### config.mk
export PLATFORM = sky130hd
export DESIGN_NAME = row_lock_table_with_deadlock_check
export DESIGN_NICKNAME = d
export VERILOG_FILES = /design/src/rtl/core/rlt_pkg.sv /design/src/rtl/core/rlt_ctrl.sv /design/src/rtl/core/rlt_dp.sv /design/src/rtl/core/row_lock_table_with_deadlock_check.sv
export SDC_FILE = /design/constraint.sdc
export NUM_CORES = 2
export LEC_CHECK = 0
export BUFFER_PORTS_ARGS = -buffer_cell sky130_fd_sc_hd__buf_2
export CAP_MARGIN = 20
export CORE_ASPECT_RATIO = 0.6
export CORE_UTILIZATION = 25
export DETAILED_ROUTE_END_ITERATION = 10
export GPL_TIMING_DRIVEN = 0
export PLACE_DENSITY_LB_ADDON = 0.05
export SYNTH_ARGS = -nofsm -noshare
export SYNTH_HDL_FRONTEND = slang
export SYNTH_SLANG_ARGS = --single-unit
export TNS_END_PERCENT = 50
### constraint.sdc
create_clock -name clk -period 9.8 [get_ports clk]
set_input_delay 0.49 -clock clk [delete_from_list [all_inputs] [get_ports clk]]
set_output_delay 0.49 -clock clk [all_outputs]
set_load 0.005 [all_outputs]
### src/rtl/core/rlt_pkg.sv
// Shared types and codes of the row lock table.
// Used by rlt_ctrl, rlt_dp and the top level; depends on nothing.
package rlt_pkg;

    // Request opcodes.
    localparam logic [1:0] OP_EXCL    = 2'd0;
    localparam logic [1:0] OP_SHARED  = 2'd1;
    localparam logic [1:0] OP_RELEASE = 2'd2;
    localparam logic [1:0] OP_NONE    = 2'd3;  // unassigned opcode, dropped

    // Result status codes.
    localparam logic [2:0] ST_GRANTED  = 3'd0;
    localparam logic [2:0] ST_CONFLICT = 3'd1;
    localparam logic [2:0] ST_DEADLOCK = 3'd2;
    localparam logic [2:0] ST_FULL     = 3'd3;
    localparam logic [2:0] ST_RELEASED = 3'd4;

    // Controller states.
    typedef enum logic [2:0] {
        S_IDLE,
        S_SCAN,
        S_DRAIN,
        S_DECIDE,
        S_WALK,
        S_FINISH
    } state_t;

    // Commands from the controller to the datapath.
    typedef struct packed {
        logic load;    // capture a request and restart the slot counter
        logic rd;      // read the slot at the counter and advance
        logic drain;   // last slot in flight; release clears wait edges
        logic decide;  // resolve an acquire against the scan result
        logic walk;    // one step along the wait-for chain
        logic emit;    // copy the result into the output register
    } cmd_t;

    // Status from the datapath to the controller.
    typedef struct packed {
        logic req_ok;     // incoming request is a valid opcode and transaction
        logic op_rel;     // captured request is a release
        logic scan_last;  // counter points at the last slot
        logic found;      // scan found the row
        logic clash;      // acquire conflicts with another holder
        logic walk_done;  // current walk step ends the walk
    } stat_t;

endpackage

### src/rtl/core/rlt_ctrl.sv
// Controller state machine of the row lock table.
// Depends on rlt_pkg; drives rlt_dp through rlt_pkg::cmd_t.
module rlt_ctrl (
    input  logic           clk,
    input  logic           rst_n,
    input  logic           in_valid,
    output logic           in_ready,
    output logic           out_valid,
    input  logic           out_ready,
    input  rlt_pkg::stat_t stat,
    output rlt_pkg::cmd_t  cmd
);

    rlt_pkg::state_t state_reg, state_next;
    logic            out_valid_reg, out_valid_next;

    // State and output valid registers.
    always_ff @(posedge clk or negedge rst_n)
    begin
        if (!rst_n)
        begin
            state_reg     <= rlt_pkg::S_IDLE;
            out_valid_reg <= 1'b0;
        end
        else
        begin
            state_reg     <= state_next;
            out_valid_reg <= out_valid_next;
        end
    end

    // Next state and commands.
    always_comb
    begin
        state_next     = state_reg;
        cmd            = '0;
        out_valid_next = out_valid_reg && !out_ready;
        unique case (state_reg)
            rlt_pkg::S_IDLE:
            begin
                if (in_valid && stat.req_ok)
                begin
                    cmd.load   = 1'b1;
                    state_next = rlt_pkg::S_SCAN;
                end
            end
            rlt_pkg::S_SCAN:
            begin
                cmd.rd = 1'b1;
                if (stat.scan_last)
                begin
                    state_next = rlt_pkg::S_DRAIN;
                end
            end
            rlt_pkg::S_DRAIN:
            begin
                cmd.drain  = 1'b1;
                state_next = stat.op_rel ? rlt_pkg::S_FINISH : rlt_pkg::S_DECIDE;
            end
            rlt_pkg::S_DECIDE:
            begin
                cmd.decide = 1'b1;
                state_next = stat.clash ? rlt_pkg::S_WALK : rlt_pkg::S_FINISH;
            end
            rlt_pkg::S_WALK:
            begin
                cmd.walk = 1'b1;
                if (stat.walk_done)
                begin
                    state_next = rlt_pkg::S_FINISH;
                end
            end
            rlt_pkg::S_FINISH:
            begin
                if (!out_valid_reg || out_ready)
                begin
                    cmd.emit       = 1'b1;
                    out_valid_next = 1'b1;
                    state_next     = rlt_pkg::S_IDLE;
                end
            end
            default:
            begin
                state_next = rlt_pkg::S_IDLE;
            end
        endcase
    end

    assign in_ready  = (state_reg == rlt_pkg::S_IDLE);
    assign out_valid = out_valid_reg;

    // A result appears only out of the finishing state.
    a_emit_from_finish: assert property (@(posedge clk) disable iff (!rst_n)
        $rose(out_valid_reg) |-> $past(state_reg == rlt_pkg::S_FINISH))
        else $error("result raised outside the finishing state");

    // A chain walk only follows a scan that found the row.
    a_walk_needs_hit: assert property (@(posedge clk) disable iff (!rst_n)
        (state_reg == rlt_pkg::S_WALK) |-> stat.found)
        else $error("wait-for walk without a matching slot");

    // The scan leaves only through the drain cycle.
    a_scan_exit: assert property (@(posedge clk) disable iff (!rst_n)
        (state_reg == rlt_pkg::S_SCAN) |=>
            (state_reg == rlt_pkg::S_SCAN || state_reg == rlt_pkg::S_DRAIN))
        else $error("slot scan cut short");

endmodule

### src/rtl/core/rlt_dp.sv
// Datapath of the row lock table: slot memory, wait-for edges, chain walk.
// Depends on rlt_pkg; sequenced by rlt_ctrl.
module rlt_dp #(
    parameter int LOCK_SLOTS = 64,
    parameter int TXN_COUNT  = 16,
    parameter int KEY_BITS   = 32
) (
    input  logic           clk,
    input  logic           rst_n,
    input  logic [1:0]     in_opcode,
    input  logic [31:0]    in_row_key,
    input  logic [3:0]     in_requester,
    input  rlt_pkg::cmd_t  cmd,
    output rlt_pkg::stat_t stat,
    output logic [2:0]     out_status,
    output logic [3:0]     out_blocking_holder
);

    localparam int SW = $clog2(LOCK_SLOTS);
    localparam int TW = $clog2(TXN_COUNT);
    localparam int MW = KEY_BITS + 1 + TXN_COUNT;

    // Slot memory holds key, exclusive flag and holder mask; valid bits are flops.
    logic [MW-1:0]         mem [LOCK_SLOTS];
    logic [LOCK_SLOTS-1:0] valid_reg;
    logic [MW-1:0]         rdata_reg;

    logic [1:0]            op_reg;
    logic [KEY_BITS-1:0]   key_reg;
    logic [TW-1:0]         req_reg;
    logic [SW-1:0]         idx_reg, rd_idx_reg;
    logic                  rd_vld_reg;
    logic                  found_reg, free_reg;
    logic [SW-1:0]         found_idx_reg, free_idx_reg;
    logic                  hit_excl_reg;
    logic [TXN_COUNT-1:0]  hit_holders_reg;

    logic [TXN_COUNT-1:0]  edge_vld_reg;
    logic [TW-1:0]         edge_tgt_reg [TXN_COUNT];
    logic [TW-1:0]         cur_reg, holder_reg;
    logic [TXN_COUNT-1:0]  seen_reg;
    logic [2:0]            res_status_reg, out_status_reg;
    logic [TW-1:0]         res_holder_reg, out_holder_reg;

    logic [63:0]           key_wide;
    logic [7:0]            req_wide, out_holder_wide;
    logic [KEY_BITS-1:0]   rd_key;
    logic                  rd_excl;
    logic [TXN_COUNT-1:0]  rd_holders, rel_holders, rbit;
    logic [TXN_COUNT-1:0]  pick_mask, new_holders;
    logic [TW-1:0]         lowest;
    logic                  new_excl, clash;
    logic                  we;
    logic [SW-1:0]         waddr;
    logic [MW-1:0]         wdata;
    logic                  w_hit, w_stop;

    assign key_wide = {32'd0, in_row_key};
    assign req_wide = {4'd0, in_requester};
    assign rbit     = {{(TXN_COUNT-1){1'b0}}, 1'b1} << req_reg;
    assign {rd_key, rd_excl, rd_holders} = rdata_reg;
    assign rel_holders = rd_holders & ~rbit;

    // Acquire decision against the matching slot.
    always_comb
    begin
        clash       = 1'b0;
        new_excl    = hit_excl_reg;
        new_holders = hit_holders_reg;
        pick_mask   = hit_holders_reg;
        if (hit_excl_reg)
        begin
            clash = (hit_holders_reg != rbit);
        end
        else if (op_reg == rlt_pkg::OP_EXCL)
        begin
            if (hit_holders_reg == rbit)
            begin
                new_excl = 1'b1;
            end
            else
            begin
                clash     = 1'b1;
                pick_mask = hit_holders_reg & ~rbit;
            end
        end
        else
        begin
            new_holders = hit_holders_reg | rbit;
        end
    end

    // Lowest-numbered holder in the conflicting mask.
    always_comb
    begin
        lowest = '0;
        for (int i = TXN_COUNT - 1; i >= 0; i--)
        begin
            if (pick_mask[i])
            begin
                lowest = TW'(i);
            end
        end
    end

    // Memory write port: release write-back during the scan, else acquire update.
    always_comb
    begin
        we    = 1'b0;
        waddr = rd_idx_reg;
        wdata = {rd_key, rd_excl, rel_holders};
        if (rd_vld_reg && op_reg == rlt_pkg::OP_RELEASE && valid_reg[rd_idx_reg])
        begin
            we = 1'b1;
        end
        else if (cmd.decide && found_reg && !clash)
        begin
            we    = 1'b1;
            waddr = found_idx_reg;
            wdata = {key_reg, new_excl, new_holders};
        end
        else if (cmd.decide && !found_reg && free_reg)
        begin
            we    = 1'b1;
            waddr = free_idx_reg;
            wdata = {key_reg, (op_reg == rlt_pkg::OP_EXCL), rbit};
        end
    end

    // Slot memory.
    always_ff @(posedge clk)
    begin
        if (we)
        begin
            mem[waddr] <= wdata;
        end
        if (cmd.rd)
        begin
            rdata_reg <= mem[idx_reg];
        end
    end

    // Wait-for walk step.
    assign w_hit  = (cur_reg == req_reg);
    assign w_stop = seen_reg[cur_reg] || !edge_vld_reg[cur_reg];

    // Request capture, scan bookkeeping and results.
    always_ff @(posedge clk)
    begin
        if (cmd.load)
        begin
            op_reg  <= in_opcode;
            key_reg <= key_wide[KEY_BITS-1:0];
            req_reg <= req_wide[TW-1:0];
        end
        if (cmd.load)
        begin
            idx_reg <= '0;
        end
        else if (cmd.rd)
        begin
            idx_reg <= idx_reg + 1'b1;
        end
        rd_idx_reg <= idx_reg;
        if (cmd.load)
        begin
            found_reg <= 1'b0;
            free_reg  <= 1'b0;
        end
        else if (rd_vld_reg && op_reg != rlt_pkg::OP_RELEASE)
        begin
            if (valid_reg[rd_idx_reg] && rd_key == key_reg && !found_reg)
            begin
                found_reg       <= 1'b1;
                found_idx_reg   <= rd_idx_reg;
                hit_excl_reg    <= rd_excl;
                hit_holders_reg <= rd_holders;
            end
            if (!valid_reg[rd_idx_reg] && !free_reg)
            begin
                free_reg     <= 1'b1;
                free_idx_reg <= rd_idx_reg;
            end
        end
        if (cmd.drain)
        begin
            res_status_reg <= rlt_pkg::ST_RELEASED;
            res_holder_reg <= '0;
        end
        if (cmd.decide)
        begin
            res_status_reg <= (found_reg || free_reg) ? rlt_pkg::ST_GRANTED : rlt_pkg::ST_FULL;
            res_holder_reg <= '0;
            holder_reg     <= lowest;
            cur_reg        <= lowest;
            seen_reg       <= '0;
        end
        if (cmd.walk)
        begin
            cur_reg            <= edge_tgt_reg[cur_reg];
            seen_reg[cur_reg]  <= 1'b1;
            res_holder_reg     <= holder_reg;
            res_status_reg     <= w_hit ? rlt_pkg::ST_DEADLOCK : rlt_pkg::ST_CONFLICT;
        end
        if (cmd.emit)
        begin
            out_status_reg <= res_status_reg;
            out_holder_reg <= res_holder_reg;
        end
    end

    // Control flops: read pipeline, slot valid bits and wait edges.
    always_ff @(posedge clk or negedge rst_n)
    begin
        if (!rst_n)
        begin
            rd_vld_reg   <= 1'b0;
            valid_reg    <= '0;
            edge_vld_reg <= '0;
        end
        else
        begin
            rd_vld_reg <= cmd.rd;
            if (rd_vld_reg && op_reg == rlt_pkg::OP_RELEASE && rel_holders == '0)
            begin
                valid_reg[rd_idx_reg] <= 1'b0;
            end
            if (cmd.decide && !found_reg && free_reg)
            begin
                valid_reg[free_idx_reg] <= 1'b1;
            end
            if (cmd.drain && op_reg == rlt_pkg::OP_RELEASE)
            begin
                for (int t = 0; t < TXN_COUNT; t++)
                begin
                    if (TW'(t) == req_reg || edge_tgt_reg[t] == req_reg)
                    begin
                        edge_vld_reg[t] <= 1'b0;
                    end
                end
            end
            if (cmd.walk && !w_hit && w_stop)
            begin
                edge_vld_reg[req_reg] <= 1'b1;
            end
        end
    end

    // Edge targets are payload.
    always_ff @(posedge clk)
    begin
        if (cmd.walk && !w_hit && w_stop)
        begin
            edge_tgt_reg[req_reg] <= holder_reg;
        end
    end

    assign stat.req_ok    = (in_opcode != rlt_pkg::OP_NONE) &&
                            ({4'd0, in_requester} < 8'(TXN_COUNT));
    assign stat.op_rel    = (op_reg == rlt_pkg::OP_RELEASE);
    assign stat.scan_last = (idx_reg == SW'(LOCK_SLOTS - 1));
    assign stat.found     = found_reg;
    assign stat.clash     = found_reg && clash;
    assign stat.walk_done = w_hit || w_stop;

    assign out_holder_wide     = {{(8-TW){1'b0}}, out_holder_reg};
    assign out_status          = out_status_reg;
    assign out_blocking_holder = out_holder_wide[3:0];

endmodule

### src/rtl/core/row_lock_table_with_deadlock_check.sv
// Row lock table with wait-for deadlock check, top level.
// Depends on rlt_pkg, rlt_ctrl and rlt_dp.
//
// Usage: a request enters on the s_ channel and gives exactly one result on
// the m_ channel. A request with opcode 3 or a transaction number not below
// TXN_COUNT is taken and dropped without a result.
// Timing: the slot memory is swept one slot per cycle through its single read
// port, so every request sweeps all slots and ends the sweep in a drain step.
// An acquire then adds a decision step; a conflict adds a walk along the
// wait-for chain, which stops at the requester, at a missing edge or at a
// transaction already seen. A last step loads the result into the output register.
// One request is in work at a time; s_tready is high only while idle.
// The result sits in an output register, so the next request is taken while
// a result waits; if the receiver stalls, the next result waits in the
// finishing step until the register frees.
// Reset clears all slot valid bits and wait edges at once; no clearing pass.
module row_lock_table_with_deadlock_check #(
    parameter int LOCK_SLOTS = 64,
    parameter int TXN_COUNT  = 16,
    parameter int KEY_BITS   = 32
) (
    input  logic        clk,
    input  logic        rst_n,
    input  logic        s_tvalid,
    output logic        s_tready,
    input  logic [39:0] s_tdata,   // opcode[1:0], row_key[33:2], requester[37:34], zeros
    output logic        m_tvalid,
    input  logic        m_tready,
    output logic [7:0]  m_tdata    // status[2:0], blocking_holder[6:3], zero
);

    rlt_pkg::cmd_t  cmd;
    rlt_pkg::stat_t stat;
    logic [2:0]     status;
    logic [3:0]     blocking_holder;

    // Sequencer.
    rlt_ctrl u_ctrl (
        .clk       (clk),
        .rst_n     (rst_n),
        .in_valid  (s_tvalid),
        .in_ready  (s_tready),
        .out_valid (m_tvalid),
        .out_ready (m_tready),
        .stat      (stat),
        .cmd       (cmd)
    );

    // Lock slots, wait edges and result registers.
    rlt_dp #(
        .LOCK_SLOTS (LOCK_SLOTS),
        .TXN_COUNT  (TXN_COUNT),
        .KEY_BITS   (KEY_BITS)
    ) u_dp (
        .clk                 (clk),
        .rst_n               (rst_n),
        .in_opcode           (s_tdata[1:0]),
        .in_row_key          (s_tdata[33:2]),
        .in_requester        (s_tdata[37:34]),
        .cmd                 (cmd),
        .stat                (stat),
        .out_status          (status),
        .out_blocking_holder (blocking_holder)
    );

    assign m_tdata = {1'b0, blocking_holder, status};

endmodule

---- Word-level counts from Yosys, hierarchy flattened ----
Memory sizes are Yosys's and may differ from the RTL's. A register that Yosys moved wholly into a read port is not among the register bits.
Index checks and enable logic that the tools add are counted.
operators by class
  add/sub/neg operators ................... 1
  $lt $le $gt $ge ......................... 8
  eq/ne operators ......................... 48
  shift operators ......................... 1
  mux-type cells .......................... 104
  bitwise logic cells ..................... 10
  reductions and logical operators ........ 60
operator list
  kind                                                                 count
  49-bit 2-to-1 mux                                                    3
  16-bit 2-to-1 mux                                                    9
  64-bit 2-to-1 mux                                                    2
  4-bit 2-to-1 mux                                                     22
  4-bit == test                                                        17
  64-bit AND                                                           1
  64-bit NOT                                                           1
  64-bit bitwise OR                                                    1
  16-bit bitwise OR                                                    3
  1-bit 2-to-1 mux                                                     47
  16-bit AND                                                           2
  32-bit == test                                                       1
  4-bit == test (first input constant)                                 8
  3-bit 2-to-1 mux                                                     8
  1-bit logical AND                                                    21
  1-bit logical OR                                                     20
  6-bit 2-to-1 mux                                                     3
  3-bit one-hot mux with 6 select lines                                1
  16-bit == test                                                       1
  3-bit by 4-bit == test with 1-bit output (first input constant)      4
  16-bit zero test                                                     1
  16-bit != test                                                       1
  16-bit NOT                                                           1
  1-bit by 4-bit left shift with 16-bit output (first input constant)  1
  29 further kinds                                                     53
word-level totals
  flip-flop bits (word level) ............. 204
  bits in writable memories ............... 3200
  word-level logic and storage cells ...... 257
  memories kept ........................... 2
memory list
  memory             words  bits a word  read ports  clocked after Yosys merged registers in  wr ports  line          RTL
  u_dp.mem           64     49           1           1                                        1         rlt_dp.sv:24  logic [MW-1:0] mem [LOCK_SLOTS];
  u_dp.edge_tgt_reg  16     4            17          1                                        1         rlt_dp.sv:39  logic [TW-1:0] edge_tgt_reg [TXN_COUNT];

---- Depth between registers and ports, before layout ----
  depth in word-level cells ............... 25
  depth in mapped cells ................... 15
  depth with buffers taken out ............ 11

---- By module ----
A second synthesis with hierarchy kept.
unflattened totals
  cell total of the unflattened synthesis .. 5889
  area, all modules ....................... 134243.8 µm²
by module, submodules not included
  module                              times used  cells an instance  area an instance (µm²)
  rlt_dp                              1           5850               133932.2
  rlt_ctrl                            1           37                 300.3
  row_lock_table_with_deadlock_check  1           2                  11.3

---- Least setup slack after synthesis ----
OpenSTA, ideal clock, no wires.
  path kind ............................... reg2reg
  start point ............................. register u_dp.req_reg[3]
  end point ............................... memory u_dp.mem[16][0] (netlist name) (enable)
  library setup time ...................... 0.516 ns
  arrival ................................. 6.978 ns
  slack ................................... 2.306 ns
  stages on the path, launching flop included .. 14
  period minus slack after synthesis ...... 7.494 ns
  cell sequence ........................... edfxtp_1 clkbuf_1 clkbuf_1 nor2b_1 nand3b_1 ha_1 nor4_1 nand4_1 a21oi_1 clkbuf_1 mux2i_1 a31oi_4 buf_6 nor3_1
between the ends
  longest elaborated chain between the ends .. 11
  elaborated cells between the ends (all ways) .. 14
  those cells by class .................... eq/ne: 2; shift: 1; mux: 9; reduce/logical: 2
RTL lines
  element                                           line           RTL
  start: declaration                                rlt_dp.sv:30   logic [TW-1:0] req_reg;
  start signal: assignment                          rlt_dp.sv:154  req_reg <= req_wide[TW-1:0];
  1-bit by 4-bit left shift with 16-bit output (*)  rlt_dp.sv:60   assign rbit = {{(TXN_COUNT-1){1'b0}}, 1'b1} << req_reg;
  16-bit == test                                    rlt_dp.sv:77   if (hit_holders_reg == rbit)
  1-bit 2-to-1 mux                                  rlt_dp.sv:77
  1-bit 2-to-1 mux                                  rlt_dp.sv:75   else if (op_reg == rlt_pkg::OP_EXCL)
  1-bit 2-to-1 mux (*)                              rlt_dp.sv:71   if (hit_excl_reg)
  1-bit zero test (*)                               rlt_dp.sv:116  else if (cmd.decide && found_reg && !clash)
  1-bit logical AND (*)                             rlt_dp.sv:116
  1-bit 2-to-1 mux                                  rlt_dp.sv:116
  1-bit 2-to-1 mux                                  rlt_dp.sv:112  if (rd_vld_reg && op_reg == rlt_pkg::OP_RELEASE && valid_reg[rd_idx_reg])
  1-bit 2-to-1 mux                                  rlt_dp.sv:133  if (we)
  1-bit 2-to-1 mux (implied by the code)            rlt_dp.sv:135  mem[waddr] <= wdata;
  end: declaration                                  rlt_dp.sv:24
Mark *: on every way between the ends. The rest lies on a longest branch, timed or not.

---- Worst setup path after layout ----
  start point ............................. register u_dp.req_reg[0]
  end point ............................... memory u_dp.mem[24][28] (netlist name) (enable)
The elaborated chain is that of the path after synthesis.

==> results.sh <==
export IMPL_status="complete, no violations"
export IMPL_grt_pass1_vias=68200
export IMPL_cp_startpoint="u_dp.req_reg[0]$_DFFE_PP_"
export IMPL_io_buffers=50
export IMPL_grt_overflow_total=0
export IMPL_startpoint_type="flop"
export IMPL_cts_max_level=5
export IMPL_syn_num_nets=5941
export IMPL_setup_viol_count_final=0
export IMPL_clk_path_buf_depth=4
export IMPL_dp_hpwl_um=376000
export IMPL_slowest_delay_ns=0.78
export IMPL_die_area_sq_mm=0.542
export IMPL_grt_max_degree=65
export IMPL_io_pins=54
export IMPL_avgSynthCellArea_sq_um=23.0
export IMPL_post_cts_resized=0
export IMPL_powerDensity_mw_per_mm2=300
export IMPL_die_w_um=950
export IMPL_ys_warn_count=0
export IMPL_gp_congestion=0.780
export IMPL_drv_cap=0
export IMPL_cp_end_kind="flop"
export IMPL_synth_cells=5864
export IMPL_relSlewSlack=0.190
export IMPL_final_cell_area_sq_mm=0.165
export IMPL_rsz0062_at_grt="no"
export IMPL_synthArstFlopShare=0.0246
export IMPL_cts_tree="yes"
export IMPL_leakage_nw=51.0
export IMPL_start_util=0.252
export IMPL_clkPwrFrac=0.277
export IMPL_fin_crit_sh=0.899
export IMPL_period_minus_slack_ns=8.81
export IMPL_path_class="flop to flop"
export IMPL_root_buffer="clkbuf_16"
export IMPL_ant_nets=0
export IMPL_numClockSinks=3457
export IMPL_seq_power_share=0.394
export IMPL_via_per_inst=4.81
export IMPL_antenna_found_initial=69
export IMPL_internal_power_w=0.0325
export IMPL_core_sq_mm=0.536
export IMPL_synth_edf_count=3338
export IMPL_worst_hold_path_type="input port to flop"
export IMPL_switching_power_w=0.0170
export IMPL_largest_register_ff_count=3136
export IMPL_worst_path_max_delay_cell="buf_1"
export IMPL_skew_ns=0.0636
export IMPL_netSwitchingFraction=0.344
export IMPL_synthFlopType="edfxtp_1"
export IMPL_clk_pin_slew_ns=0.06
export IMPL_path_cells="clkbuf_1, buf_2, buf_1, nand3_1, ha_1, nor4_1, nand4_1, a21oi_1, clkbuf_1, mux2i_1, a31oi_4, buf_6, nor3_2, buf_6, buf_6, buf_6, buf_6, buf_6, buf_6"
export IMPL_layout_commonest_cell="edfxtp_1"
export IMPL_min_from="s_tvalid"
export IMPL_synth_area_sq_mm=0.135
export IMPL_pre_cts_ws_ns=0.608
export IMPL_totalWireLength_um=509000
export IMPL_finalMaxSlewViolations=0
export IMPL_critical_path_arrival_ns=9.50
export IMPL_first_pass_iters=5
export IMPL_drt_iter0_drc=8203
export IMPL_grt_pass1_wl_um=670000
export IMPL_fin_util=0.308
export IMPL_critical_path_max_fanout=10
export IMPL_track_usage=0.185
export IMPL_place_area_sq_mm=0.153
export IMPL_cts_made_buffers=369
export IMPL_setup_tns_ns=0
export IMPL_timing_hold_violations_final=0
export IMPL_timing_rr_start="u_dp.req_reg[0]$_DFFE_PP_"
export IMPL_syn2layout_area_growth_pct=22.5
export IMPL_required_ns=10.48
export IMPL_fin_ws_ns=0.985
export IMPL_cpMostUsedCell="buf_6"
export IMPL_drive_gt1_frac=0.343
export IMPL_wl_per_cell_um=35.6
export IMPL_p_comb_frac=0.329
export IMPL_insertion_delay_ns=1.01
export IMPL_nFillCells=51300
export IMPL_vdd_ir_drop_max_uv=173
export IMPL_nets=6933
export IMPL_die_y_um=571
export IMPL_fp_row_count=208
export IMPL_synth_seq_cells=3457
export IMPL_synth_cell_type_count=85
export IMPL_route_detailed_drc=0
export IMPL_final_cell_mix="edfxtp_1, mux4_2, clkbuf_16"
export IMPL_ys_seq_area_frac=0.764
export IMPL_vias=68800
export IMPL_worstMarginPinSlew_ns=1.21
export IMPL_fmax_mhz=113
worst max-delay path: cells and delay by family (launching register included):
kind / cells / cell delay (ns)
compound gates: 2 / 0.76
mux: 1 / 0.67
fa+ha+maj: 1 / 0.55
simple gates: 4 / 2.54
buf+inv: 11 / 3.51
flops: 1 / 0.40
stage by stage:
stage	std cells	total power [W]	hold WS, ns
after global placement	13100	0.0354	0.393
after CTS	14300	0.0500	0.00506
after detailed placement	13500	0.0361	0.395
final	14300	0.0496	0.0927
after global routing	14300	0.0514	0.0676
after floorplan	5864	0.0279	0.194
layer usage:
layer | part of all wire | global-route usage | vias to the layer above | wire length [um]
met5 | 0 | 0 | - | 0
met4 | 0.016 | 0.0293 | 0 | 7900
met3 | 0.067 | 0.0387 | 443 | 34000
met2 | 0.40 | 0.251 | 2336 | 204000
met1 | 0.52 | 0.301 | 38900 | 263000
li1 | - | - | 27200 | -
worst paths after layout:
| kind | endpoint | slack, ns | depth (start not counted) |
|---|---|---|---|
| hold / removal | u_dp.free_reg$_SDFFE_PP0P_ | 0.09 | 4 |
| setup reg to reg | u_dp.mem[24][28]$_DFFE_PP_ | 0.99 | 19 |
| setup / recovery | u_dp.mem[24][28]$_DFFE_PP_ | 0.99 | 19 |
| min in group asynchronous | u_dp.valid_reg[23]$_DFF_PN0_ | 0.56 | 4 |
| max in group asynchronous | u_dp.edge_vld_reg[15]$_DFF_PN0_ | 8.90 | 4 |
| hold reg to reg | u_dp.rd_idx_reg[0]$_DFF_P_ | 0.39 | 0 |
cell families after synthesis:
| family | Yosys count | synth area share |
|---|---|---|
| AO/OA/AOI/OAI | 345 | 0.0170 |
| XOR/XNOR | 104 | 0.00676 |
| adder cells (fa/ha/maj) | 33 | 0.00306 |
| buffers and inverters | 350 | 0.0108 |
| flip-flops | 3457 | 0.764 |
| multiplexers | 1117 | 0.181 |
| other | 1 | 0.0000278 |
| AND/OR/NAND/NOR | 457 | 0.0172 |
power by group through the flow:
stage               clock network (W)  logic [W]  registers (W)
CTS                            0.0142     0.0162         0.0196
global placement                    0     0.0150         0.0203
global route                   0.0147     0.0172         0.0196
finish                         0.0137     0.0163         0.0195
detailed placement                  0     0.0162         0.0199
floorplan                           0    0.00814         0.0198
what timing repair did:
| item | in CTS | in global routing |
|---|---|---|
| hold endpoints to repair | 126 | 0 |
| buffers inserted | 0 | 0 |
| hold buffers | 42 | 0 |
cell usage after synthesis, drive strengths merged (12+ instances only):
cell / number / area, sq um
a21oi: 56 / 280
a31oi: 12 / 105
and3: 12 / 75.1
buf: 96 / 504
clkbuf: 218 / 818
dfrtp: 85 / 2130
dfxtp: 34 / 681
edfxtp: 3338 / 100000
ha: 33 / 413
inv: 34 / 128
mux2: 46 / 526
mux2i: 20 / 208
mux4: 1051 / 23700
nand2: 106 / 398
nand2b: 19 / 119
nand3: 33 / 165
nand4: 12 / 75.1
nor2: 129 / 494
nor2b: 18 / 128
nor3: 59 / 340
nor4: 22 / 144
o21ai: 147 / 751
o2bb2ai: 32 / 280
xnor2: 20 / 175
xor2: 84 / 736
final cells by class:
type                            instances  area, sq um  area share
Timing Repair Buffer                  621         9090      0.0551
Multi-Input combinational cell       2057        31000       0.188
Clock inverter                        208         1790      0.0108
Inverter                               36          138    0.000834
Buffer                                314         1420     0.00857
Clock buffer                          461         9690      0.0587
Sequential cell                      3457       103000       0.624
Tap cell                             7140         8930      0.0541
Antenna cell                           17         42.5    0.000258
No activity file was read; power rests on OpenSTA's default activity.
